`config.mk`:
```
export PLATFORM = sky130hd
export DESIGN_NAME = qrs_div
export DESIGN_NICKNAME = d
export VERILOG_FILES = /design/src/sv/qrs_pkg.sv /design/src/sv/qrs_div.sv
export SDC_FILE = /design/constraint.sdc
export NUM_CORES = 2
export LEC_CHECK = 0
export ABC_AREA = 0
export BUFFER_PORTS_ARGS = -buffer_cell sky130_fd_sc_hd__buf_2
export CAP_MARGIN = 20
export CORE_MARGIN = 2
export CORE_UTILIZATION = 40
export CTS_CLUSTER_SIZE = 40
export DETAILED_ROUTE_END_ITERATION = 6
export GPL_TIMING_DRIVEN = 0
export PLACE_DENSITY_LB_ADDON = 0.3
export REMOVE_ABC_BUFFERS = 1
export SLEW_MARGIN = 25
export SYNTH_ARGS = -nofsm -noshare
export SYNTH_HDL_FRONTEND = slang
export SYNTH_SLANG_ARGS = --single-unit
```
`constraint.sdc`:
```
create_clock -name i_clk -period 5.7 [get_ports i_clk]
set_input_delay 1.14 -clock i_clk [delete_from_list [all_inputs] [get_ports i_clk]]
set_output_delay 1.14 -clock i_clk [all_outputs]
set_load 0.005 [all_outputs]
```
`src/sv/qrs_pkg.sv`:
```
package qrs_pkg;

    // Field widths.
    localparam int COEF_W = 16;
    localparam int ROOT_W = 32;
    localparam int STAT_W = 3;

    // Discriminant magnitude width (B*B - 4*A*C stays below 2^34 when not negative).
    localparam int D_W = 34;
    // Square root of D * 2^32 has this many bits.
    localparam int SQRT_W = 35;
    // Signed numerator width for the divide stages.
    localparam int NUM_W = 36;
    // Signed divisor width (2A or B).
    localparam int DEN_W = 18;

    localparam int SQRT_STAGES = SQRT_W;
    localparam int DIV_STAGES  = NUM_W;

    localparam int QUEUE_DEPTH_DEF = 4;

    typedef enum logic [STAT_W-1:0] {
        ST_TWO    = 3'd0,
        ST_LINEAR = 3'd1,
        ST_INDET  = 3'd2,
        ST_IMPOSS = 3'd3,
        ST_NONE   = 3'd4
    } t_status;

    // One classified coefficient set, as it travels from the front to the back.
    typedef struct packed {
        t_status                   status;
        logic [D_W-1:0]            d;
        logic signed [COEF_W-1:0]  a;
        logic signed [COEF_W-1:0]  b;
        logic signed [COEF_W-1:0]  c;
    } t_job;

endpackage

```
`src/sv/qrs_div.sv`:
```
module qrs_div (
    input  logic                              i_clk,
    input  logic                              i_en,
    input  logic signed [qrs_pkg::NUM_W-1:0]  i_num,
    input  logic signed [qrs_pkg::DEN_W-1:0]  i_den,
    output logic signed [qrs_pkg::ROOT_W-1:0] o_quot,
    output logic                              o_sat
);
    import qrs_pkg::*;

    localparam int DV_W = DEN_W - 1;

    logic [NUM_W-1:0] r_num [DIV_STAGES+1];
    logic [DV_W-1:0]  r_dv  [DIV_STAGES+1];
    logic [DV_W-1:0]  r_rem [DIV_STAGES+1];
    logic             r_neg [DIV_STAGES+1];

    logic signed [NUM_W-1:0] w_nabs;
    logic signed [DEN_W-1:0] w_dabs;
    logic [NUM_W-1:0]        w_q, w_lim;

    assign w_nabs = i_num[NUM_W-1] ? -i_num : i_num;
    assign w_dabs = i_den[DEN_W-1] ? -i_den : i_den;

    // Stage zero splits off the signs and works on magnitudes.
    always_ff @(posedge i_clk) begin
        if (i_en) begin
            r_num[0] <= w_nabs;
            r_dv[0]  <= w_dabs[DV_W-1:0];
            r_rem[0] <= '0;
            r_neg[0] <= i_num[NUM_W-1] ^ i_den[DEN_W-1];
        end
    end

    // Restoring division: one quotient bit per stage, shifted into the numerator word.
    for (genvar k = 0; k < DIV_STAGES; k++) begin : g_stage
        logic [DV_W:0] w_t;
        logic          w_ge;

        assign w_t  = {r_rem[k], r_num[k][NUM_W-1]};
        assign w_ge = (w_t >= {1'b0, r_dv[k]});

        always_ff @(posedge i_clk) begin
            if (i_en) begin
                r_num[k+1] <= {r_num[k][NUM_W-2:0], w_ge};
                r_rem[k+1] <= w_ge ? DV_W'(w_t - {1'b0, r_dv[k]}) : w_t[DV_W-1:0];
                r_dv[k+1]  <= r_dv[k];
                r_neg[k+1] <= r_neg[k];
            end
        end
    end

    // Apply the sign and clip to the signed Q16.16 range.
    assign w_q   = r_num[DIV_STAGES];
    assign w_lim = r_neg[DIV_STAGES] ? (NUM_W'(1) << (ROOT_W - 1))
                                     : (NUM_W'(1) << (ROOT_W - 1)) - 1'b1;
    assign o_sat = (w_q > w_lim);

    always_comb begin
        if (o_sat) begin
            o_quot = r_neg[DIV_STAGES] ? {1'b1, {(ROOT_W-1){1'b0}}}
                                       : {1'b0, {(ROOT_W-1){1'b1}}};
        end else if (r_neg[DIV_STAGES]) begin
            o_quot = -$signed(w_q[ROOT_W-1:0]);
        end else begin
            o_quot = $signed(w_q[ROOT_W-1:0]);
        end
    end

endmodule

```
**Yosys cells after proc, flatten, opt, wreduce, memory -nomap -nowiden**

Memory sizes are Yosys's and may differ from the RTL's.
Index checks and enable logic that the tools add are counted.

- Register bits after elaboration: 0
- Bits in writable memories: 2,627
- Input port bits: 56
- Output and inout port bits: 33
- Word-level logic and storage cells: 125
- Memories kept: 4

- $add $sub $neg: 39
- Order comparisons: 37
- Mux-type cells: 44
- Bitwise logic cells: 1

Memories:

| memory | words | width | rd ports | clocked after Yosys merged registers in | write ports | RTL line | text |
|---|---|---|---|---|---|---|---|
| r_num | 37 | 36 | 37 | 0 | 37 | qrs_div.sv:13 | `logic [NUM_W-1:0] r_num [DIV_STAGES+1];` |
| r_dv | 37 | 17 | 36 | 0 | 37 | qrs_div.sv:14 | `logic [DV_W-1:0] r_dv [DIV_STAGES+1];` |
| r_rem | 37 | 17 | 36 | 0 | 37 | qrs_div.sv:15 | `logic [DV_W-1:0] r_rem [DIV_STAGES+1];` |
| r_neg | 37 | 1 | 37 | 0 | 37 | qrs_div.sv:16 | `logic r_neg [DIV_STAGES+1];` |

Operators by type and width:

| operator | count |
|---|---|
| $ge 18x17->1 | 36 |
| $mux 17 | 37 |
| $sub 17x17->17 | 36 |
| $mux 32 | 4 |
| $gt 36x32->1 | 1 |
| $mux 36 | 1 |
| $neg 36->36 | 1 |
| $neg 32->32 | 1 |
| $neg 17->17 | 1 |
| $mux 1 | 2 |
| $xor 1x1->1 | 1 |

**Logic depth before layout (Yosys ltp)**

An unclocked memory read counts as a cell.

- Word-level depth: 4
- Mapped depth: 14
- Mapped depth without buffers: 12

**Least setup slack after synthesis**

No wires, ideal clock.

- Kind: reg2out
- From: memory r_neg[36]
- To: output o_quot[25] (netlist name)
- Data arrival time: 3.460 ns
- Required time: 4.560 ns
- Path slack: 1.100 ns
- Stages on the path, launching flop included: 15
- Path buffers: 3
- Path through: edfxtp_1 -> clkbuf_1 -> inv_1 -> clkbuf_1 -> ha_1 -> nor2b_1 -> o21a_1 -> o21a_1 -> o21bai_1 -> a2111oi_0 -> o21ai_0 -> a21oi_1 -> and2_1 -> buf_1 -> nor3_1

RTL lines:

| element | RTL line | text |
|---|---|---|
| from (decl) | qrs_div.sv:16 |  |
| to (decl) | qrs_div.sv:6 | `output logic signed [qrs_pkg::ROOT_W-1:0] o_quot,` |

==> results.ini <==
[global_route]
gr-total-overflow = 0
grtUsageTotal_pct = 13.2
grt_antenna_before_repair = 1
grt_max_degree = 151
grt_pass1_wl_um = 320000
grt_pass1_vias = 61800

[placement]
routabilityCongestion = 0.908
placed_cells = 11700
dp_hpwl_um = 136000
place_ws_ps = 168
io_buffers = 88

[synthesis]
synth.avg_cell_area_um2 = 14.4
netlist_area_mm2 = 0.115
synth_cells = 7941
netlist.area_leader.share_pct = 67.5
yosys_warnings = 0
synth_top_flop_cell = edfxtp_1
yosys.area.top_type = edfxtp_1
synth_top_family_by_area = compound AO/OA/AOI/OAI gates
synthArstFlopShare_pct = 0
ys_ff_latch = 2576
ys_types = 81
synth_edf_count = 2576
yosysSeqAreaShare_pct = 67.5
synth-xor-area-share_pct = 3.96
synthMuxAreaShare_pct = 3.58
synth_fa_ha_area_share_pct = 7.49
synthTopCellsByArea = edfxtp_1 67%, ha_1 6.9%, mux2_2 3.1%, xnor2_1 2.7%, inv_1 2.5%
synth-simple-area-share_pct = 6.02
synth_compound_area_share_pct = 8.62

[drt]
routed_wl_um = 197000
vias_per_cell = 5.05
drc_errors = 0
ant_nets = 0
dr.first_iter.drc_count = 4150
vias = 61700
wl_per_cell_um = 16.1
drtPass1Iterations = 7

[sta]
maxSlewHeadroom_pct = 34.0
finalHoldViolCount = 0
rsz0062_at_grt = false
period_minus_slack_ps = 5400
fin_skew_ps = 43.1
tightestPinTransition_ps = 988
drv_slew = 0
setup_slack_ps = 296
fin_hold_ws_ps = 394
finalCritPeriodShare_pct = 94.8
setup-tns-final_ps = 0
setup_viol = 0
fmax_mhz = 185

[critical_path]
slowest_stage = edfxtp_1
crit_path_cell_trace = buf_8, clkinvlp_4, ha_1, nor2b_1, o21a_1, o21a_1, o21bai_1, a2111oi_0, o21ai_0, a21oi_4, buf_16, and2_1, nor3_1, buf_2
cpPeakStageDelay_ps = 470
cp_common_cell = o21a_1
cp_top_family = compound AO/OA/AOI/OAI gates
reg2reg_from = r_dv[1][68]
critical_path_buf_inv_count = 4
crit_type = reg2out
cp-end-kind = output pin
crit_arrival_ps = 4260
cp-startpoint = r_neg[36]
startpoint_type = flop
worstPathMaxFanout = 30
cp_data_required_time_ps = 4560

[floorplanning]
num_rows = 196
ios = 89
start_util_pct = 40.2
core-area_mm2 = 0.285
die_area_mm2 = 0.291
die_width_um = 539
die_y_um = 539

[worst_hold_path]
min_path_type = reg2reg
min-delay-start = r_num[1][25]

[clocking]
cts-root-buf = clkbuf_16
cts_sinks = 2576
clk_latency_ps = 880
numCtsBuffers = 284
cts_tree = built
clkSlewWorstSetupHoldPaths_ps = 60
cts_buffer_depth = 4
holdBufCountCts = 0
htreeDepth = 5

[pwr]
peakVddDrop_uv = 316
leakage_nw = 49.4
pwr_density_cell_mw_per_mm2 = 516

[cells_and_area]
final_cells = 12200
area_growth_pct = 13.1
drive_above_1_share_pct = 11.4
nNetsFinal = 8983

[run_status]
outcome = finished, final reports clean

[run]
max_cap_viol_count = 0

-- worst register-to-register path: stages (launching register included) --
cell and delay [ps]:
edfxtp_1 480, ha_1 260, fa_1 420, nand2b_1 160
a21boi_0 250, o21ai_0 150, a21oi_1 220, a21o_1 210
o21bai_1 150, a21oi_1 140, o41ai_4 510, buf_4 280
buf_4 220, mux2_2 410
-- synthesized netlist by cell type, drive strengths merged, types with 26 or more instances --
cell type / n
nand2b: 90
a21o: 212
nor4: 26
o21a: 77
xor2: 165
or4: 26
o211ai: 29
buf: 26
or3: 43
nor3: 132
o31ai: 43
a31oi: 51
mux2: 312
o21ai: 349
xnor2: 354
nand2: 323
nand4: 104
fa: 34
a211oi: 46
a21boi: 32
ha: 632
clkbuf: 88
nand3: 62
nor2: 391
a21oi: 461
edfxtp: 2576
o21bai: 51
nor2b: 82
or2: 43
mux2i: 59
inv: 759
-- area by class of cell --
cell class | instances | area (um^2)
Timing Repair inverter | 1 | 5.00
Fill cell | 24800 | 156000
Timing Repair Buffer | 147 | 1470
Inverter | 759 | 2850
Clock buffer | 328 | 7420
Sequential cell | 2576 | 77400
Multi-Input combinational cell | 4492 | 34300
Clock inverter | 161 | 1550
Antenna cell | 2 | 5.00
Tap cell | 3762 | 4710
-- timing repair --
item / 4_1_cts / 5_1_grt
gates cloned: 1 / 0
resized for setup: 7 / 1
endpoints found under the hold margin: 0 / 0
pin swaps: 1 / 0
setup buffers: 1 / 4
setup endpoints to repair: 29 / 17
-- state kept, by name (all words and copies together), names as in the netlist --
register / cells
r_dv: 612
r_neg: 37
r_num: 1332
r_rem: 595
-- logic make-up after synthesis --
group / after synthesis
DFF: 2576
AOI/OAI and AO/OA: 1540
and+or+nand+nor: 1396
buffers and inverters: 873
adders and majority gates: 666
xor gates and xnor gates: 519
muxes: 371
-- where the power goes --
group          total [mW]  leakage [nW]  switching, mW  internal [mW]
registers            27.4          25.2           1.77           25.6
logic                21.8          19.8           11.6           10.2
clock network        17.6          4.41           7.10           10.5
total                66.9          49.4           20.5           46.4
-- metal layers --
metal  vias up  track usage (%)  wire length [um]
met5         -                0                 0
met4         0             5.71              7810
met3       460             1.98              7650
met2      1125             22.0             93200
met1     29800             17.2             88800
li1      30400                -                 -
-- final timing paths --
check | cells past startpoint | slack, ps | end
worst max-delay path | 14 | 300 | o_quot[25]
worst min register to register | 0 | 390 | r_num[1][62]
worst min-delay path | 0 | 390 | r_num[1][62]
worst max register to register | 13 | 1580 | r_rem[3][25]
-- through the flow --
step	utilization, %	cell area [um^2]	power [mW]
2_1_floorplan	-	114000	43.5
3_3_place_gp	41.9	119000	49.7
3_5_place_dp	42.3	121000	49.4
4_1_cts	45.5	130000	67.5
5_1_grt	45.5	130000	71.0
6_report	45.5	130000	66.9
-- cell usage in the layout, fill, tap and decap left out, types with 34 or more instances in the layout --
master        n
nand3_1      62
o21bai_1     50
a21oi_1     458
nor2_1      389
ha_1        632
inv_1       758
a31oi_1      49
mux2i_1      59
or3_1        39
clkinv_1     60
edfxtp_1   2576
xor2_1      165
a21o_1      212
clkinv_2     46
clkbuf_16   291
nand2b_1     90
nand2_1     323
o31ai_1      42
nand4_1     104
fa_1         34
nor3_1      129
xnor2_1     354
buf_2        89
or2_2        43
clkbuf_1     37
a211oi_1     45
nor2b_1      82
mux2_2      311
o21ai_0     335
o21a_1       77
(Power assumes the default switching activity.)
