===== src/sv/qrs_pkg.sv =====
package qrs_pkg;

    // Field widths.
    localparam int COEF_W = 16;
    localparam int ROOT_W = 32;
    localparam int STAT_W = 3;

    // Discriminant magnitude width (B*B - 4*A*C stays below 2^34 when not negative).
    localparam int D_W = 34;
    // Square root of D * 2^32 has this many bits.
    localparam int SQRT_W = 35;
    // Signed numerator width for the divide stages.
    localparam int NUM_W = 36;
    // Signed divisor width (2A or B).
    localparam int DEN_W = 18;

    localparam int SQRT_STAGES = SQRT_W;
    localparam int DIV_STAGES  = NUM_W;

    localparam int QUEUE_DEPTH_DEF = 4;

    typedef enum logic [STAT_W-1:0] {
        ST_TWO    = 3'd0,
        ST_LINEAR = 3'd1,
        ST_INDET  = 3'd2,
        ST_IMPOSS = 3'd3,
        ST_NONE   = 3'd4
    } t_status;

    // One classified coefficient set, as it travels from the front to the back.
    typedef struct packed {
        t_status                   status;
        logic [D_W-1:0]            d;
        logic signed [COEF_W-1:0]  a;
        logic signed [COEF_W-1:0]  b;
        logic signed [COEF_W-1:0]  c;
    } t_job;

endpackage


===== src/sv/qrs_in_if.sv =====
interface qrs_in_if;
    logic               valid;
    logic               ready;
    logic signed [15:0] coef_a;
    logic signed [15:0] coef_b;
    logic signed [15:0] coef_c;

    modport source (output valid, coef_a, coef_b, coef_c, input ready);
    modport sink   (input valid, coef_a, coef_b, coef_c, output ready);
endinterface


===== src/sv/qrs_front.sv =====
module qrs_front (
    input  logic          i_clk,
    input  logic          i_rst_n,
    qrs_in_if.sink        i_coef,
    input  logic          i_full,
    output logic          o_push,
    output qrs_pkg::t_job o_job
);
    import qrs_pkg::*;

    logic                     r_fv;
    logic signed [COEF_W-1:0] r_a, r_b, r_c;
    logic signed [31:0]       r_bb, r_ac;
    logic signed [D_W:0]      w_disc;
    logic                     w_ready;
    t_status                  w_status;

    // The input register frees up whenever its content moves into the queue.
    assign w_ready      = !r_fv || !i_full;
    assign i_coef.ready = w_ready;

    always_ff @(posedge i_clk) begin
        if (!i_rst_n) begin
            r_fv <= 1'b0;
        end else if (w_ready) begin
            r_fv <= i_coef.valid;
        end
        if (w_ready && i_coef.valid) begin
            r_a  <= i_coef.coef_a;
            r_b  <= i_coef.coef_b;
            r_c  <= i_coef.coef_c;
            r_bb <= i_coef.coef_b * i_coef.coef_b;
            r_ac <= i_coef.coef_a * i_coef.coef_c;
        end
    end

    // Discriminant and classification of the registered set.
    assign w_disc = (D_W+1)'(r_bb) - ((D_W+1)'(r_ac) <<< 2);

    always_comb begin
        if (r_a == '0) begin
            if (r_b == '0) begin
                w_status = (r_c == '0) ? ST_INDET : ST_IMPOSS;
            end else begin
                w_status = ST_LINEAR;
            end
        end else if (w_disc[D_W]) begin
            w_status = ST_NONE;
        end else begin
            w_status = ST_TWO;
        end
    end

    assign o_push       = r_fv && !i_full;
    assign o_job.status = w_status;
    assign o_job.d      = (w_status == ST_TWO) ? w_disc[D_W-1:0] : '0;
    assign o_job.a      = r_a;
    assign o_job.b      = r_b;
    assign o_job.c      = r_c;

endmodule


===== src/flat_wrapper.sv =====
// flat-port wrapper written by rule: the top's interface ports become plain ports
module qrs_front_flat import qrs_pkg::*;
  (i_clk, i_rst_n, i_full, o_push, o_job, i_coef_valid, i_coef_coef_a, i_coef_coef_b, i_coef_coef_c, i_coef_ready);
  qrs_in_if i_coef_i ();
  input  logic i_clk;
  input  logic i_rst_n;
  input  logic i_full;
  output logic o_push;
  output qrs_pkg::t_job o_job;
  input wire logic [$bits(i_coef_i.valid)-1:0] i_coef_valid;
  input wire logic [$bits(i_coef_i.coef_a)-1:0] i_coef_coef_a;
  input wire logic [$bits(i_coef_i.coef_b)-1:0] i_coef_coef_b;
  input wire logic [$bits(i_coef_i.coef_c)-1:0] i_coef_coef_c;
  output wire logic [$bits(i_coef_i.ready)-1:0] i_coef_ready;
  assign i_coef_i.valid = i_coef_valid;
  assign i_coef_i.coef_a = i_coef_coef_a;
  assign i_coef_i.coef_b = i_coef_coef_b;
  assign i_coef_i.coef_c = i_coef_coef_c;
  assign i_coef_ready = i_coef_i.ready;
  qrs_front u_core (.i_clk(i_clk), .i_rst_n(i_rst_n), .i_coef(i_coef_i), .i_full(i_full), .o_push(o_push), .o_job(o_job));
endmodule

===== config.mk =====
export PLATFORM = sky130hd
export DESIGN_NAME = qrs_front_flat
export DESIGN_NICKNAME = d
export VERILOG_FILES = /design/src/sv/qrs_pkg.sv /design/src/sv/qrs_in_if.sv /design/src/sv/qrs_front.sv /design/src/flat_wrapper.sv
export SDC_FILE = /design/constraint.sdc
export NUM_CORES = 1
export LEC_CHECK = 0
export ABC_AREA = 1
export BUFFER_PORTS_ARGS = -buffer_cell sky130_fd_sc_hd__buf_2
export CAP_MARGIN = 20
export CORE_MARGIN = 10
export CORE_UTILIZATION = 26
export DETAILED_ROUTE_END_ITERATION = 8
export PLACE_DENSITY = 0.44
export SLEW_MARGIN = 30
export SYNTH_ARGS = -nofsm -noshare
export SYNTH_HDL_FRONTEND = slang
export SYNTH_SLANG_ARGS = --single-unit

===== constraint.sdc =====
create_clock -name i_clk -period 19 [get_ports i_clk]
set_input_delay 1.9 -clock i_clk [delete_from_list [all_inputs] [get_ports i_clk]]
set_output_delay 1.9 -clock i_clk [all_outputs]
set_load 0.01 [all_outputs]

After elaboration in Yosys (flattened, before gate mapping)
Cells that the tools add are included.
Widths: inputs -> output; s select.
{"block": "word_totals", "elab_cells": 23, "inputBits": 52, "output_inout_bits": 87, "ff_bits": 113}
{"block": "op_classes", "mux": 5, "addsub": 1, "n_reduce_logical": 9, "mul": 2}
{"operator": "$mul 16x16->32", "n": 2}
{"operator": "$logic_not 16->1", "n": 3}
{"operator": "$sub 32x34->35", "n": 1}
{"operator": "$mux 34", "n": 1}
{"operator": "$mux 3", "n": 3}
{"operator": "$logic_not 3->1", "n": 1}
{"operator": "$logic_and 1x1->1", "n": 2}
{"operator": "$logic_not 1->1", "n": 2}
{"operator": "$logic_or 1x1->1", "n": 1}
{"operator": "$mux 1", "n": 1}

Logic depth before layout (Yosys ltp)
{"block": "depth", "ltp_word": 6, "ltp_mapped": 26}

Worst setup path after synthesis
Ideal clock, no wire load.
{"block": "synth_timing", "path_type": "in2reg", "startpoint": "input i_coef_valid", "endpoint": "register u_core.r_a[0] (enable)", "arrival_ps": 7242, "path_buffers": 0, "t_required_ps": 18385, "stages": 2, "setup_slack_ps": 11144, "cell_sequence": "inv_1 > a21oi_1"}
{"block": "synth_via", "elab_chain_cells": 1}
{"element": "from (decl)", "line_no": "flat_wrapper.sv:10", "rtl": "input wire logic [$bits(i_coef_i.valid)-1:0] i_coef_valid;"}
{"element": "$logic_and 1x1->1", "line_no": "qrs_front.sv:28", "rtl": "if (w_ready && i_coef.valid) begin"}
{"element": "to (signal assigned)", "line_no": "qrs_front.sv:29", "rtl": "r_a <= i_coef.coef_a;"}
{"element": "to (decl)", "line_no": "qrs_front.sv:12", "rtl": "logic signed [COEF_W-1:0] r_a, r_b, r_c;"}
No other way between the ends.
A chain may end at the register's enable or synchronous reset.

Worst setup path in the final report
{"block": "layout_timing", "startpoint": "input i_coef_coef_b[15]", "endpoint": "register u_core.r_bb[30] (data pin)"}
{"block": "layout_via", "elab_chain_cells": 1}
{"element": "from (decl)", "line_no": "flat_wrapper.sv:12", "rtl": "input wire logic [$bits(i_coef_i.coef_b)-1:0] i_coef_coef_b;"}
{"element": "$mul 16x16->32", "line_no": "qrs_front.sv:32", "rtl": "r_bb <= i_coef.coef_b * i_coef.coef_b;"}
{"element": "to (signal assigned)", "line_no": "qrs_front.sv:32"}
{"element": "to (decl)", "line_no": "qrs_front.sv:13", "rtl": "logic signed [31:0] r_bb, r_ac;"}
No other way between the ends.

==> flow_metrics.py <==
metrics = {
    "detailed_routing": {
        "drtIter0Drc": 987,
        "drc_errors": 0,
        "routed_wl_mm": 73.0,
        "avgViaCountPerCell": 4.27,
        "antenna_left": 0,
        "num_vias": 19800,
        "wl_per_cell_microns": 15.8,
        "dr.pass1.iters": 5,
    },
    "worst_setup_path": {
        "end_kind": "flop",
        "cp_common_cell": "fa_1",
        "r2r_cells": 3,
        "r2r-start": "u_core.r_fv",
        "max_stage_delay_ns": 0.57,
        "cp-start-kind": "input pin",
        "r2r_setup_slack_ns": 16.36,
        "crit_type": "input pin to flop",
        "r2r_end": "u_core.r_c[9]",
        "path_max_fanout": 23,
        "crit_required_ns": 19.17,
        "crit_arrival_ns": 7.75,
        "slowest_stage": "fa_1",
        "cpLargestDelayFamily": "adder cells",
        "path_cells": "buf_2, clkinv_1, or2_2, fa_1, fa_1, fa_1, inv_1, fa_1, inv_1, fa_1, inv_1, fa_1, ha_1, inv_1, nor3_1, nand2_1, nor3_1, nand2_1, nand3_1, nand2_1",
        "critical_path_buf_inv_count": 6,
    },
    "cells_and_area": {
        "drive_above_1_share": 0.0652,
        "final_common_cell": "inv_1",
        "fillers": 11000,
        "final_cell_mix": "949 x inv_1, 791 x nand2_1, 497 x fa_1, 203 x ha_1, 138 x nor2_1",
        "seqCellArea_sq_mm": 0.00332,
        "diodes": 0,
        "syn_to_final_growth_pct": 8.60,
        "nets": 4074,
        "finalNonFillerCells": 4625,
        "multi_input_area_sq_mm": 0.0190,
    },
    "grt": {
        "gr-usage-met2": 0.223,
        "grt_max_degree": 51,
        "gr-total-overflow": 0,
        "grt_usage": 0.131,
        "top_usage_layer": "met2",
        "antenna_found_initial": 0,
        "grt_pass1_vias": 20600,
        "met3_usage": 0.0118,
        "use_met1": 0.182,
        "grt_first_pass_wirelength_mm": 117,
    },
    "cts": {
        "cts_hold_buf": 0,
        "clkSinkCount": 111,
        "htreeDepth": 3,
        "cts-buffers-inserted": 9,
        "clkSlewWorstSetupHoldPaths_ns": 0.10,
        "postCtsSetupRepairBufs": 0,
        "tritoncts": "done",
        "cts_root_buffer": "clkbuf_16",
        "clk_latency_ns": 0.41,
        "clk_path_buf_depth": 2,
        "cts-resized-gates": 0,
    },
    "logic_synthesis": {
        "synth_compound_gate_area_share": 0.0379,
        "synthSimpleGateAreaFrac": 0.180,
        "synth_warnings": 0,
        "avgSynthCellArea_sq_um": 8.04,
        "synth_top_family_by_area": "adder cells",
        "ys_ff_latch": 111,
        "synthFlopType": "edfxtp_1",
        "synth_nets": 4019,
        "synthAdderAreaFrac": 0.476,
        "synth_edf_count": 110,
        "muxShareOfSynthArea": 0,
        "syn_inst": 3267,
        "synth_area_sq_mm": 0.0263,
        "yosysSeqAreaShare": 0.127,
        "synthArstFlopShare": 0,
        "synth_xor_area_frac": 0.0290,
        "synth_cell_types": 39,
    },
    "die": {
        "std_cell_rows": 116,
        "ios": 139,
        "die-area_sq_mm": 0.114,
        "core_area_sq_mm": 0.100,
        "die_w_microns": 338,
        "start_util": 0.262,
        "die_y_microns": 338,
    },
    "timing": {
        "finalHoldViolCount": 0,
        "setup_viol": 0,
        "rsz0062_at_grt": "false",
        "slew_headroom": 0.452,
        "period_needed_ns": 7.59,
        "final-max-slew-violation-count": 0,
        "clock_skew_ns": 0.0212,
        "fmax_mhz": 132,
        "final.setup.tns_ns": 0,
        "worst_pin_slew_ns": 0.815,
        "period_share": 0.399,
    },
    "run_status": {
        "outcome": "complete, no violations",
    },
    "min_path": {
        "hp-start": "u_core.r_fv",
        "holdPathEnd": "u_core.r_fv",
        "hp-class": "flop to flop",
        "hold_depth": 2,
    },
    "placement": {
        "dp_hpwl_mm": 62.4,
        "io_buffers": 137,
        "place_congestion": 0.865,
        "numPlacedInstances": 4609,
    },
    "job": {
        "maxCapViolations": 0,
    },
}
==> metal layers <==
metal  wire length (microns)  vias up
met1                   34700     9800
li1                        -     9627
met5                       0        -
met4                     872        0
met2                   35300      295
met3                    2150       33
==> state kept, by name, indices dropped and copies added (netlist names) <==
name         flops
u_core.r_ac     32
u_core.r_c      16
u_core.r_fv      1
u_core.r_bb     31
u_core.r_b      15
u_core.r_a      16
==> cells in the mapped netlist, drive strengths merged (2+ instances only) <==
| cell type | instances | share of area |
|---|---|---|
| inv | 949 | 0.14 |
| nand2 | 799 | 0.11 |
| fa | 497 | 0.38 |
| ha | 203 | 0.097 |
| nor2 | 169 | 0.027 |
| edfxtp | 110 | 0.13 |
| a21oi | 94 | 0.018 |
| clkbuf | 90 | 0.013 |
| nand3 | 87 | 0.017 |
| xor2 | 52 | 0.017 |
| o21ai | 43 | 0.0082 |
| xnor2 | 35 | 0.012 |
| nor3 | 26 | 0.0050 |
| nand4 | 25 | 0.0060 |
| o21bai | 16 | 0.0046 |
| or2 | 13 | 0.0031 |
| a21o | 12 | 0.0034 |
| nand3b | 11 | 0.0031 |
| nor4 | 11 | 0.0026 |
| buf | 6 | 0.0020 |
| a21boi | 3 | 0.00086 |
| and2 | 3 | 0.00071 |
| a31o | 2 | 0.00067 |
| a31oi | 2 | 0.00048 |
| o211ai | 2 | 0.00057 |
| o21a | 2 | 0.00057 |
==> worst max-delay path by stage <==
stage                      startpoint               to  slack, ns  cells past startpoint
floorplan                i_coef_valid    u_core.r_a[0]      11.14                      2
global placement    i_coef_coef_b[15]  u_core.r_bb[30]      11.01                     20
detailed placement  i_coef_coef_b[15]  u_core.r_bb[30]      10.96                     20
CTS                 i_coef_coef_b[15]  u_core.r_bb[30]      11.42                     20
global route        i_coef_coef_b[15]  u_core.r_bb[30]      11.13                     20
finish              i_coef_coef_b[15]  u_core.r_bb[30]      11.41                     20
==> logic make-up (layout without fill, tap and decap cells) <==
kind of cell	count (synthesis)	after routing
buffers and inverters	1046	1106
and+or+nand+nor	1145	1145
other	1	1
AOI/OAI and AO/OA	177	177
xor gates and xnor gates	87	87
adders and majority gates	700	700
DFF	111	111
==> per-stage QoR <==
step                      worst slack (ns)  hold WS [ns]  utilization  cell area (sq um)
final                                11.41         0.535        0.285              28500
after global routing                 11.13         0.574        0.285              28500
after CTS                            11.42         0.544        0.285              28500
after detailed placement             10.96         0.530        0.282              28200
after global placement               11.01         0.537        0.282              28200
after floorplan                      11.14         0.546            -              26300
==> worst min-delay path, delay by kind of cell (launching register included) <==
kind,cells,cell delay [ns]
and+or+nand+nor,1,0.07
DFF,1,0.35
AOI/OAI and AO/OA,1,0.07
==> layout make-up <==
class,instances,area share
Clock buffer,9,0.00790
Clock inverter,7,0.00263
Inverter,950,0.125
Multi-Input combinational cell,2110,0.666
Sequential cell,111,0.117
Tap cell,1298,0.0569
Timing Repair Buffer,140,0.0248
Power is not shown: default switching activity piles up to over one toggle a cycle in this logic, so the estimate is an artifact.
