--- src/sv/qrs_pkg.sv ---
package qrs_pkg;

    // Field widths.
    localparam int COEF_W = 16;
    localparam int ROOT_W = 32;
    localparam int STAT_W = 3;

    // Discriminant magnitude width (B*B - 4*A*C stays below 2^34 when not negative).
    localparam int D_W = 34;
    // Square root of D * 2^32 has this many bits.
    localparam int SQRT_W = 35;
    // Signed numerator width for the divide stages.
    localparam int NUM_W = 36;
    // Signed divisor width (2A or B).
    localparam int DEN_W = 18;

    localparam int SQRT_STAGES = SQRT_W;
    localparam int DIV_STAGES  = NUM_W;

    localparam int QUEUE_DEPTH_DEF = 4;

    typedef enum logic [STAT_W-1:0] {
        ST_TWO    = 3'd0,
        ST_LINEAR = 3'd1,
        ST_INDET  = 3'd2,
        ST_IMPOSS = 3'd3,
        ST_NONE   = 3'd4
    } t_status;

    // One classified coefficient set, as it travels from the front to the back.
    typedef struct packed {
        t_status                   status;
        logic [D_W-1:0]            d;
        logic signed [COEF_W-1:0]  a;
        logic signed [COEF_W-1:0]  b;
        logic signed [COEF_W-1:0]  c;
    } t_job;

endpackage

--- src/sv/qrs_queue.sv ---
module qrs_queue #(
    parameter int DEPTH = qrs_pkg::QUEUE_DEPTH_DEF
) (
    input  logic          i_clk,
    input  logic          i_rst_n,
    input  logic          i_push,
    input  qrs_pkg::t_job i_job,
    input  logic          i_pop,
    output logic          o_full,
    output logic          o_empty,
    output qrs_pkg::t_job o_job
);
    import qrs_pkg::*;

    localparam int PW = (DEPTH > 1) ? $clog2(DEPTH) : 1;
    localparam int CW = $clog2(DEPTH + 1);

    t_job          r_mem [DEPTH];
    logic [PW-1:0] r_wr, r_rd;
    logic [CW-1:0] r_count;

    assign o_full  = (r_count == CW'(DEPTH));
    assign o_empty = (r_count == '0);
    assign o_job   = r_mem[r_rd];

    // Circular buffer with separate write and read pointers.
    always_ff @(posedge i_clk) begin
        if (!i_rst_n) begin
            r_wr    <= '0;
            r_rd    <= '0;
            r_count <= '0;
        end else begin
            if (i_push) begin
                r_wr <= (r_wr == PW'(DEPTH - 1)) ? '0 : r_wr + 1'b1;
            end
            if (i_pop) begin
                r_rd <= (r_rd == PW'(DEPTH - 1)) ? '0 : r_rd + 1'b1;
            end
            if (i_push && !i_pop) begin
                r_count <= r_count + 1'b1;
            end else if (i_pop && !i_push) begin
                r_count <= r_count - 1'b1;
            end
        end
        if (i_push) begin
            r_mem[r_wr] <= i_job;
        end
    end

    // The queue takes a push while full only together with a pop, and never gives one while empty.
    a_no_overflow: assert property (@(posedge i_clk) disable iff (!i_rst_n)
        o_full |-> !i_push || i_pop)
        else $error("queue push while full");
    a_no_underflow: assert property (@(posedge i_clk) disable iff (!i_rst_n)
        o_empty |-> !i_pop)
        else $error("queue pop while empty");
    a_count_step: assert property (@(posedge i_clk) disable iff (!i_rst_n)
        (i_push && !i_pop) |=> r_count == $past(r_count) + 1'b1)
        else $error("queue count did not advance on push");

endmodule

--- config.mk ---
export PLATFORM = sky130hd
export DESIGN_NAME = qrs_queue
export DESIGN_NICKNAME = d
export VERILOG_FILES = /design/src/sv/qrs_pkg.sv /design/src/sv/qrs_queue.sv
export SDC_FILE = /design/constraint.sdc
export NUM_CORES = 1
export LEC_CHECK = 0
export BUFFER_PORTS_ARGS = -buffer_cell sky130_fd_sc_hd__clkbuf_2
export CORE_AREA = 2 2 148 150
export CTS_CLUSTER_DIAMETER = 60
export CTS_CLUSTER_SIZE = 20
export DETAILED_ROUTE_END_ITERATION = 6
export DIE_AREA = 0 0 150 152
export GPL_TIMING_DRIVEN = 0
export PLACE_DENSITY_LB_ADDON = 0.05
export REMOVE_ABC_BUFFERS = 1
export SYNTH_ARGS = -nofsm -noshare
export SYNTH_HDL_FRONTEND = slang
export SYNTH_SLANG_ARGS = --single-unit
--- constraint.sdc ---
create_clock -name i_clk -period 9.4 [get_ports i_clk]
set_input_delay 0.47 -clock i_clk [delete_from_list [all_inputs] [get_ports i_clk]]
set_output_delay 0.47 -clock i_clk [all_outputs]
set_load 0.05 [all_outputs]
-- Word level (Yosys, flattened, before mapping)
Memories as Yosys holds them, arrays and structs flattened. A register that Yosys moved wholly into a read port is not among the register bits.
Cells that the tools add are included.
- output and inout port bits: 87
- memory bits (writable): 340
- memories: 1
- bits in registers: 7
- input bits: 89
- word-level logic and storage cells: 25
- memory list (name ; words ; width ; read ports ; clocked after memory_dff ; write ports ; RTL line ; RTL):
    r_mem ; 4 ; 85 ; 1 ; 1 ; 1 ; qrs_queue.sv:18 ; t_job r_mem [DEPTH];
- eq/ne operators: 3
- multiplexer cells: 8
- add/sub/neg operators: 4
- reduce and logical (&&, ||, !) cells: 6
- operators with widths (kind ; number):
    2-to-1 mux 2 bit ; 4
    2-to-1 mux 3 bit ; 2
    adder 2 x 1 -> 2 bit, second input constant ; 2
    == test 2 bit, second input constant ; 2
    adder 3 x 1 -> 3 bit, second input constant ; 1
    == test 3 bit, second input constant ; 1
    logical NOT 3 bit ; 1
    subtractor 3 x 1 -> 3 bit, second input constant ; 1
    logical AND 1 bit ; 2
    logical NOT 1 bit ; 2
    2-to-1 mux 1 bit ; 2
    nonzero test 2 bit ; 1

-- Longest topological paths before layout
Gate-level depths: netlist (run 1).
- depth in word-level cells: 4
- depth in mapped cells: 7

-- Least setup slack after synthesis (run 1)
No wires, ideal clock.
- kind: register -> register
- start: register r_wr[0]
- end: memory r_mem[3][0] in the netlist's numbering, enable pin
- cell stages (with the launch flop): 3
- arrival: 2.522 ns
- setup slack: 6.425 ns
- clock period less this slack: 2.975 ns
- data required time: 8.948 ns
- path through: dfxtp_1 > ha_1 > and2_1
- RTL lines (what ; RTL line ; RTL):
    start: declaration ; qrs_queue.sv:19 ; logic [PW-1:0] r_wr, r_rd;
    start signal: assignment ; qrs_queue.sv:34 ; r_wr <= (r_wr == PW'(DEPTH - 1)) ? '0 : r_wr + 1'b1;
    end: declaration ; qrs_queue.sv:18 ;
No word-level cell before the write port.

==> summary.md, run 1 <==
| Metric | Value |
|---|---|
| Status | completed |
| Worst rel slew slack | 61.40% |
| I/O Pins | 176 |
| Post-synthesis simple-gate area fraction | 0.7051% |
| Post-cts gate resize count | 0 |
| Vias | 5568 |
| Crit Path Max Fanout | 39 |
| Diodes inserted | 0 |
| CP endpoint kind | output pin |
| Routability Congestion | 0.6936 |
| Worst path required time | 8930 ps |
| Starting Density | 59.85% |
| Initial antenna violation count | 0 |
| Gr usage total | 19.07% |
| Synth Cell Area | 12780 sq um |
| P&R area growth vs syn | 14.73% |
| Grt total ovfl | 0 |
| #FFs+latches synth | 349 |
| Most common cell in the netlist | edfxtp_1 |
| Cell taking the most area after synthesis | edfxtp_1 |
| Yosys cell types | 23 |
| Leakage | 4.920 nW |
| CTS tree | done |
| DRC errors left | 0 |
| Post-Synth XOR/XNOR Area | 0.1371% |
| Die area | 22800 sq um |
| WL met1 | 8.434 mm |
| Chip Height | 152 um |
| HPWL after DPL | 12.63 mm |
| Worst hold path class | in2reg |
| Peak supply drop | 0.0001581 V |
| Die X-Extent | 150 um |
| TritonCTS Buffers | 22 |
| FP Rows | 54 |
| H-tree depth | 1 |
| Synth Area in Compound Gates | 0.1567% |
| 1st-pass router iterations | 7 |
| Endpoint arrival time on the critical path | 2240 ps |
| Unrepaired setup endpoints after global routing | no |
| Synth top cells by count | edfxtp_1 (340), mux4_2 (85), dfxtp_1 (9) |
| Fmax | 0.3692 GHz |
| Top cell type's share of synthesized area | 79.91% |
| Final net count | 771 |
| Max Cap Violations | 0 |
| WL final | 21.18 mm |
| Clk slew on worst S/H paths | 80 ps |
| Mux cell area share after synthesis | 15.30% |
| Clock sink total | 349 |
| Hold_ws | 168.8 ps |
| Detail Route Antenna Nets | 0 |
| Post-CTS Setup Repair Bufs | 0 |
| Non-filler cells, final | 966 |
| Final count of hold timing violations | 0 |
| Largest family of logic cells by synthesized area | multiplexers |
| Fin Clk Skew | 14.05 ps |
| Met2 Routed Length | 11.15 mm |
| Slew Limit Fails | 0 |
| # setup viols final | 0 |
| First-pass GRT wire length | 32.82 mm |
| Avg Inst Size Synth | 26.18 sq um |
| Root buf cell | clkbuf_16 |
| Max clock buf depth | 3 |
| Startpoint types | flop |
| Vias in the first global route | 6001 |
| Vias/cell | 5.764 |
| Worst-Skew Late Latency | 510 ps |
| Pwr Density | 214.8 nW/um^2 |
| Post-synthesis adder-cell area fraction | 0.7442% |
| Actual slew at the worst max-slew pin | 579.0 ps |
| Cell Count Post-Placement | 931 |
| Seq/Total Area, Yosys | 81.32% |
| Post-synth ARST share | 0% |
| Synth Instances | 488 |
| Post-CTS Hold Fix Bufs | 0 |
| Number of flops mapped to enable cells by yosys | 340 |
| DR WL met3 | 1.297 mm |
| Tcrit/Tclk final | 28.82% |
| Top Layer Used | met4 |
| Top FF cell, synth | edfxtp_1 |
| Post-layout minimum cycle time | 2709 ps |
| Pin count of the biggest net entering global routing | 58 |
| Initial drt markers | 336 |
| Largest cells by area after synthesis | edfxtp_1 (80%), mux4_2 (15%), dfxtp_1 (1.4%), buf_12 (0.94%), ha_1 (0.59%) |
| Setup Crit Path Kind | reg2out |
| Yosys warns | 0 |
| TNS Setup | 0 ps |
| I/O Buffers | 175 |
| Core area | 21350 sq um |
| WL per Instance | 21.93 um |
| Fraction of layout cells with a size suffix above 1 | 43.88% |
-- cell type report --
cell class                      count  area [sq um]
Clock buffer                       30         601.8
Sequential cell                   349         10400
Clock inverter                      5         38.79
Tap cell                          280         350.3
Multi-Input combinational cell    116          2187
Fill cell                        1372          6691
Timing Repair Buffer              182          1069
Inverter                            4         15.01
-- placed cells by master (no fill, tap or decap) --
master / count
edfxtp_1: 340
or3_1: 1
dfxtp_1: 7
mux2i_1: 4
o21ai_0: 1
and2_1: 1
xor2_1: 1
xnor2_1: 1
nor3b_1: 1
nor2_1: 1
and2_4: 4
clkinv_4: 1
clkbuf_1: 7
mux4_2: 85
dfxtp_4: 2
inv_1: 4
clkinvlp_4: 1
clkbuf_16: 23
inv_6: 2
fa_1: 1
clkinv_2: 1
clkbuf_2: 175
a21boi_0: 1
nor3_1: 2
ha_1: 6
nor2b_1: 5
o21a_1: 1
buf_16: 7
-- sequential cells by signal, summed over array words and instances, names as in the netlist, named ones only --
signal,cells
r_rd,2
r_wr,2
r_mem,340
r_count,3
-- power by group --
part	switching, mW	internal [mW]	total (mW)
Clock	0.455	0.453	0.909
Sequential	0.0245	1.78	1.80
Combinational	0.303	0.133	0.436
Total	0.783	2.37	3.15
-- metrics by stage --
stage / util, % / worst slack [ps] / cell area [sq um] / total power, mW
finish: 68.66 / 6691 / 14660 / 3.149
global route: 68.66 / 6549 / 14660 / 3.259
CTS: 68.66 / 6620 / 14660 / 3.185
detailed placement: 65.66 / 7186 / 14020 / 2.284
global placement: 64.67 / 2919 / 13810 / 2.287
floorplan: - / 4549 / 12580 / 2.160
-- worst paths after layout --
path	startpoint	slack, ps	endpoint	depth (start not counted)
setup / recovery	flop	6690	o_job[78]	3
hold / removal	i_job[18]	170	r_mem[1][18]	1
hold reg to reg	r_count[2]	560	r_count[2]	2
setup reg to reg	r_wr[0]	7530	r_mem[3][25]	3
-- logic make-up (layout without fill, tap and decap cells) --
kind of cell    after synthesis  in the layout
mux                          89             89
fa+ha+maj                     7              7
buf+inv                      23            221
xor+xnor                      2              2
flops                       349            349
simple gates                 15             15
compound gates                3              3
-- metal layers --
layer	up-vias	track usage (%)
met5	-	0
met2	152	32.70
met4	0	4.627
met3	22	4.054
li1	2469	-
met1	2925	25.43
-- worst max-delay path, stage by stage, from the launching register on --
cell,delay (ps)
dfxtp_4,550
buf_16,320
mux4_2,570
clkbuf_2,260
(Power assumes the default switching activity.)
==> run 2: changes to the inputs <==
--- a/config.mk
+++ b/config.mk
@@ -6,11 +6,11 @@
 export NUM_CORES = 1
 export LEC_CHECK = 0
 export BUFFER_PORTS_ARGS = -buffer_cell sky130_fd_sc_hd__clkbuf_2
-export CORE_AREA = 2 2 148 150
+export CORE_AREA = 2 2 153 155
 export CTS_CLUSTER_DIAMETER = 60
 export CTS_CLUSTER_SIZE = 20
 export DETAILED_ROUTE_END_ITERATION = 6
-export DIE_AREA = 0 0 150 152
+export DIE_AREA = 0 0 155 157
 export GPL_TIMING_DRIVEN = 0
 export PLACE_DENSITY_LB_ADDON = 0.05
 export REMOVE_ABC_BUFFERS = 1
==> constraint.sdc (replaced) <==
create_clock -name i_clk -period 2.8 [get_ports i_clk]
set_input_delay 0.14 -clock i_clk [delete_from_list [all_inputs] [get_ports i_clk]]
set_output_delay 0.14 -clock i_clk [all_outputs]
set_load 0.05 [all_outputs]
==> run 2 against run 1 <==
Net effect: power rose to 3.6 times the previous value; clock-buffer cell count fell by 1; hold slack got worse by 150 ps; non-clock buffer count rose by 87; global-route usage fell by 0.51 points; clock skew barely moved; first-iteration DRC count rose by 1.5%; register-to-register slack got worse by 6600 ps; critical path depth did not move; routed wire length rose by 4.3%; combinational power rose to 3.6 times the previous value; utilization rose by 1.1 points; critical endpoint is now o_job[63]; largest power group unchanged; highest routed layer unchanged.
==> summary.md, run 2 (synthesis results as in run 1) <==
| Metric | Value |
|---|---|
| Die X-Extent | 155 um (was 150 um) |
| Final count of hold timing violations | 0 (unchanged) |
| Post-CTS Hold Fix Bufs | 87 (was 0) |
| P&R area growth vs syn | 22.90% (was 14.73%) |
| Largest Register | r_mem (unchanged) |
| Cell Count Post-Placement | 936 (was 931) |
| Setup Crit Path Kind | reg2out (unchanged) |
| Fin Clk Skew | 14.26 ps (was 14.05 ps) |
| TNS Setup | 0 ps (unchanged) |
| DRC errors left | 0 (unchanged) |
| TritonCTS Buffers | 24 (was 22) |
| Initial drt markers | 341 (was 336) |
| Hold_ws | 15.76 ps (was 168.8 ps) |
| Status | completed (unchanged) |
| Fmax | 0.4165 GHz |
| CP Capture Point | o_job[63] (was o_job[78]) |
| H-tree depth | 1 (unchanged) |
| Final core occ | 69.79% (was 68.66%) |
| Final net count | 860 (was 771) |
| WL met1 | 8.959 mm (was 8.434 mm) |
| Core area | 22500 sq um (was 21350 sq um) |
| Max FFs per register | 340 (unchanged) |
| Die area | 24340 sq um (was 22800 sq um) |
| Post-layout minimum cycle time | 2401 ps |
| Endpoint arrival time on the critical path | 2260 ps (was 2240 ps) |
| 1st-pass router iterations | 4 (was 7) |
| Grt total ovfl | 0 (unchanged) |
| WL per Instance | 20.77 um (was 21.93 um) |
| Top Layer Used | met4 (unchanged) |
| Tcrit/Tclk final | 85.75% |
| # setup viols final | 0 (unchanged) |
| Max clock buf depth | 3 (unchanged) |
| Diodes inserted | 0 (unchanged) |
| WL final | 22.10 mm (was 21.18 mm) |
| First-pass GRT wire length | 34.41 mm (was 32.82 mm) |
| Starting Density | 56.78% (was 59.85%) |
| Worst path required time | 2660 ps (was 8930 ps) |
| Worst reg2reg startpoint | r_wr[0] (unchanged) |
| CP endpoint kind | output pin (unchanged) |
| Pre-CTS setup slack | 856.1 ps (was 7186 ps) |
| Actual slew at the worst max-slew pin | 668.0 ps (was 579.0 ps) |
| Post-CTS Setup Repair Bufs | 0 (unchanged) |
| Leakage | 5.370 nW (was 4.920 nW) |
| Clk slew on worst S/H paths | 70 ps (was 80 ps) |
| Worst-Skew Late Latency | 520 ps (was 510 ps) |
| Worst rel slew slack | 55.47% (was 61.40%) |
| Pwr Density | 716.1 nW/um^2 (was 214.8 nW/um^2) |
| Multi-input logic area | 2187 sq um (unchanged) |
| Vias in the first global route | 6386 (was 6001) |
| Unrepaired setup endpoints after global routing | no (unchanged) |
| Tot Pwr | 11.25 mW (was 3.149 mW) |
| Initial antenna violation count | 0 (unchanged) |
| Worst setup margin | 399.1 ps (was 6691 ps) |
| Hold Crit Depth | 3 (was 1) |
| R2r worst-path depth | 4 (was 3) |
| Vias | 5888 (was 5568) |
| Area taken by flip-flops and latches | 10400 sq um (unchanged) |
| Most frequent cells in the layout | edfxtp_1 (340), clkbuf_2 (175), dlygate4sd3_1 (87) (was edfxtp_1 (340), clkbuf_2 (175), mux4_2 (85)) |
| DR WL met3 | 1.335 mm (was 1.297 mm) |
| Root buf cell | clkbuf_16 (unchanged) |
| Met2 Routed Length | 11.43 mm (was 11.15 mm) |
| Post-DP Area | 14020 sq um (about the same) |
| FP Rows | 55 (was 54) |
| Clock sink total | 349 (unchanged) |
| Fraction of layout cells with a size suffix above 1 | 39.79% (was 43.88%) |
| Pin count of the biggest net entering global routing | 54 (was 58) |
| I/O Buffers | 175 (unchanged) |
| Chip Height | 157 um (was 152 um) |
| Routability Congestion | 0.6573 (was 0.6936) |
| Startpoint types | flop (unchanged) |
| Regs by FF count | r_mem: 340 flops, r_count: 3 flops (unchanged) |
| Worst hold path class | in2reg (unchanged) |
| I/O Pins | 176 (unchanged) |
| Gr usage total | 18.55% (was 19.07%) |
| Non-filler cells, final | 1064 (was 966) |
| Max Cap Violations | 0 (unchanged) |
| Crit Path Max Fanout | 37 (was 39) |
| Most common cell after layout, fill and taps aside | edfxtp_1 (unchanged) |
| Final Cell Area | 15700 sq um (was 14660 sq um) |
| R2R setup slack | 920 ps (was 7530 ps) |
| Peak supply drop | 0.0005639 V (was 0.0001581 V) |
| Vias/cell | 5.534 (was 5.764) |
| Post-cts gate resize count | 0 (unchanged) |
| R2R Path End | r_mem[2][41] (was r_mem[3][25]) |
| Filler cells | 1422 (was 1372) |
| Slew Limit Fails | 0 (unchanged) |
| HPWL after DPL | 12.72 mm (was 12.63 mm) |
| CTS tree | done (unchanged) |
| Detail Route Antenna Nets | 0 (unchanged) |
run 2: changes by cell type in the layout (fill, tap and decap cells not counted):
cell / previous run / this run
bufinv_16: 0 / 3
clkbuf_1: 7 / 4
clkbuf_16: 23 / 25
clkinv_2: 1 / 2
clkinv_4: 1 / 2
dlygate4sd3_1: 0 / 87
inv_6: 2 / 1
inv_8: 0 / 3
run 2: area by class of cell:
type	count	area share [%]
multi-input cells	116	13.93
inverters	4	0.09561
clock inverters	12	1.068
clock buffers	29	4.079
flip-flops and latches	349	66.21
repair buffers	269	12.35
well taps	285	2.271
run 2: worst min-delay path by stage:
stage | startpoint | to
3_3_place_gp | i_job[1] | r_mem[0][1]
4_1_cts | i_pop | r_rd[1]
6_report | i_pop | flop
2_1_floorplan | i_job[0] | r_mem[0][0]
5_1_grt | i_pop | r_rd[0]
3_5_place_dp | i_job[40] | r_mem[3][40]
run 2: metal layers:
layer / global-route usage, % / vias up
li1: - / 2656
met1: 24.32 / 3037
met2: 32.57 / 168
met3: 3.965 / 27
met4: 4.056 / 0
met5: 0 / -
run 2: critical path, stage by stage, from the launching register on:
cell	delay [ps]
dfxtp_4	570
buf_16	320
mux4_2	560
clkbuf_2	270
run 2: power by group:
group / leakage [nW] / internal, mW / total, mW / switching, mW
combinational: 1.78 / 0.526 / 1.57 / 1.04
sequential: 3.20 / 5.97 / 6.06 / 0.0842
clock: 0.394 / 1.95 / 3.62 / 1.67
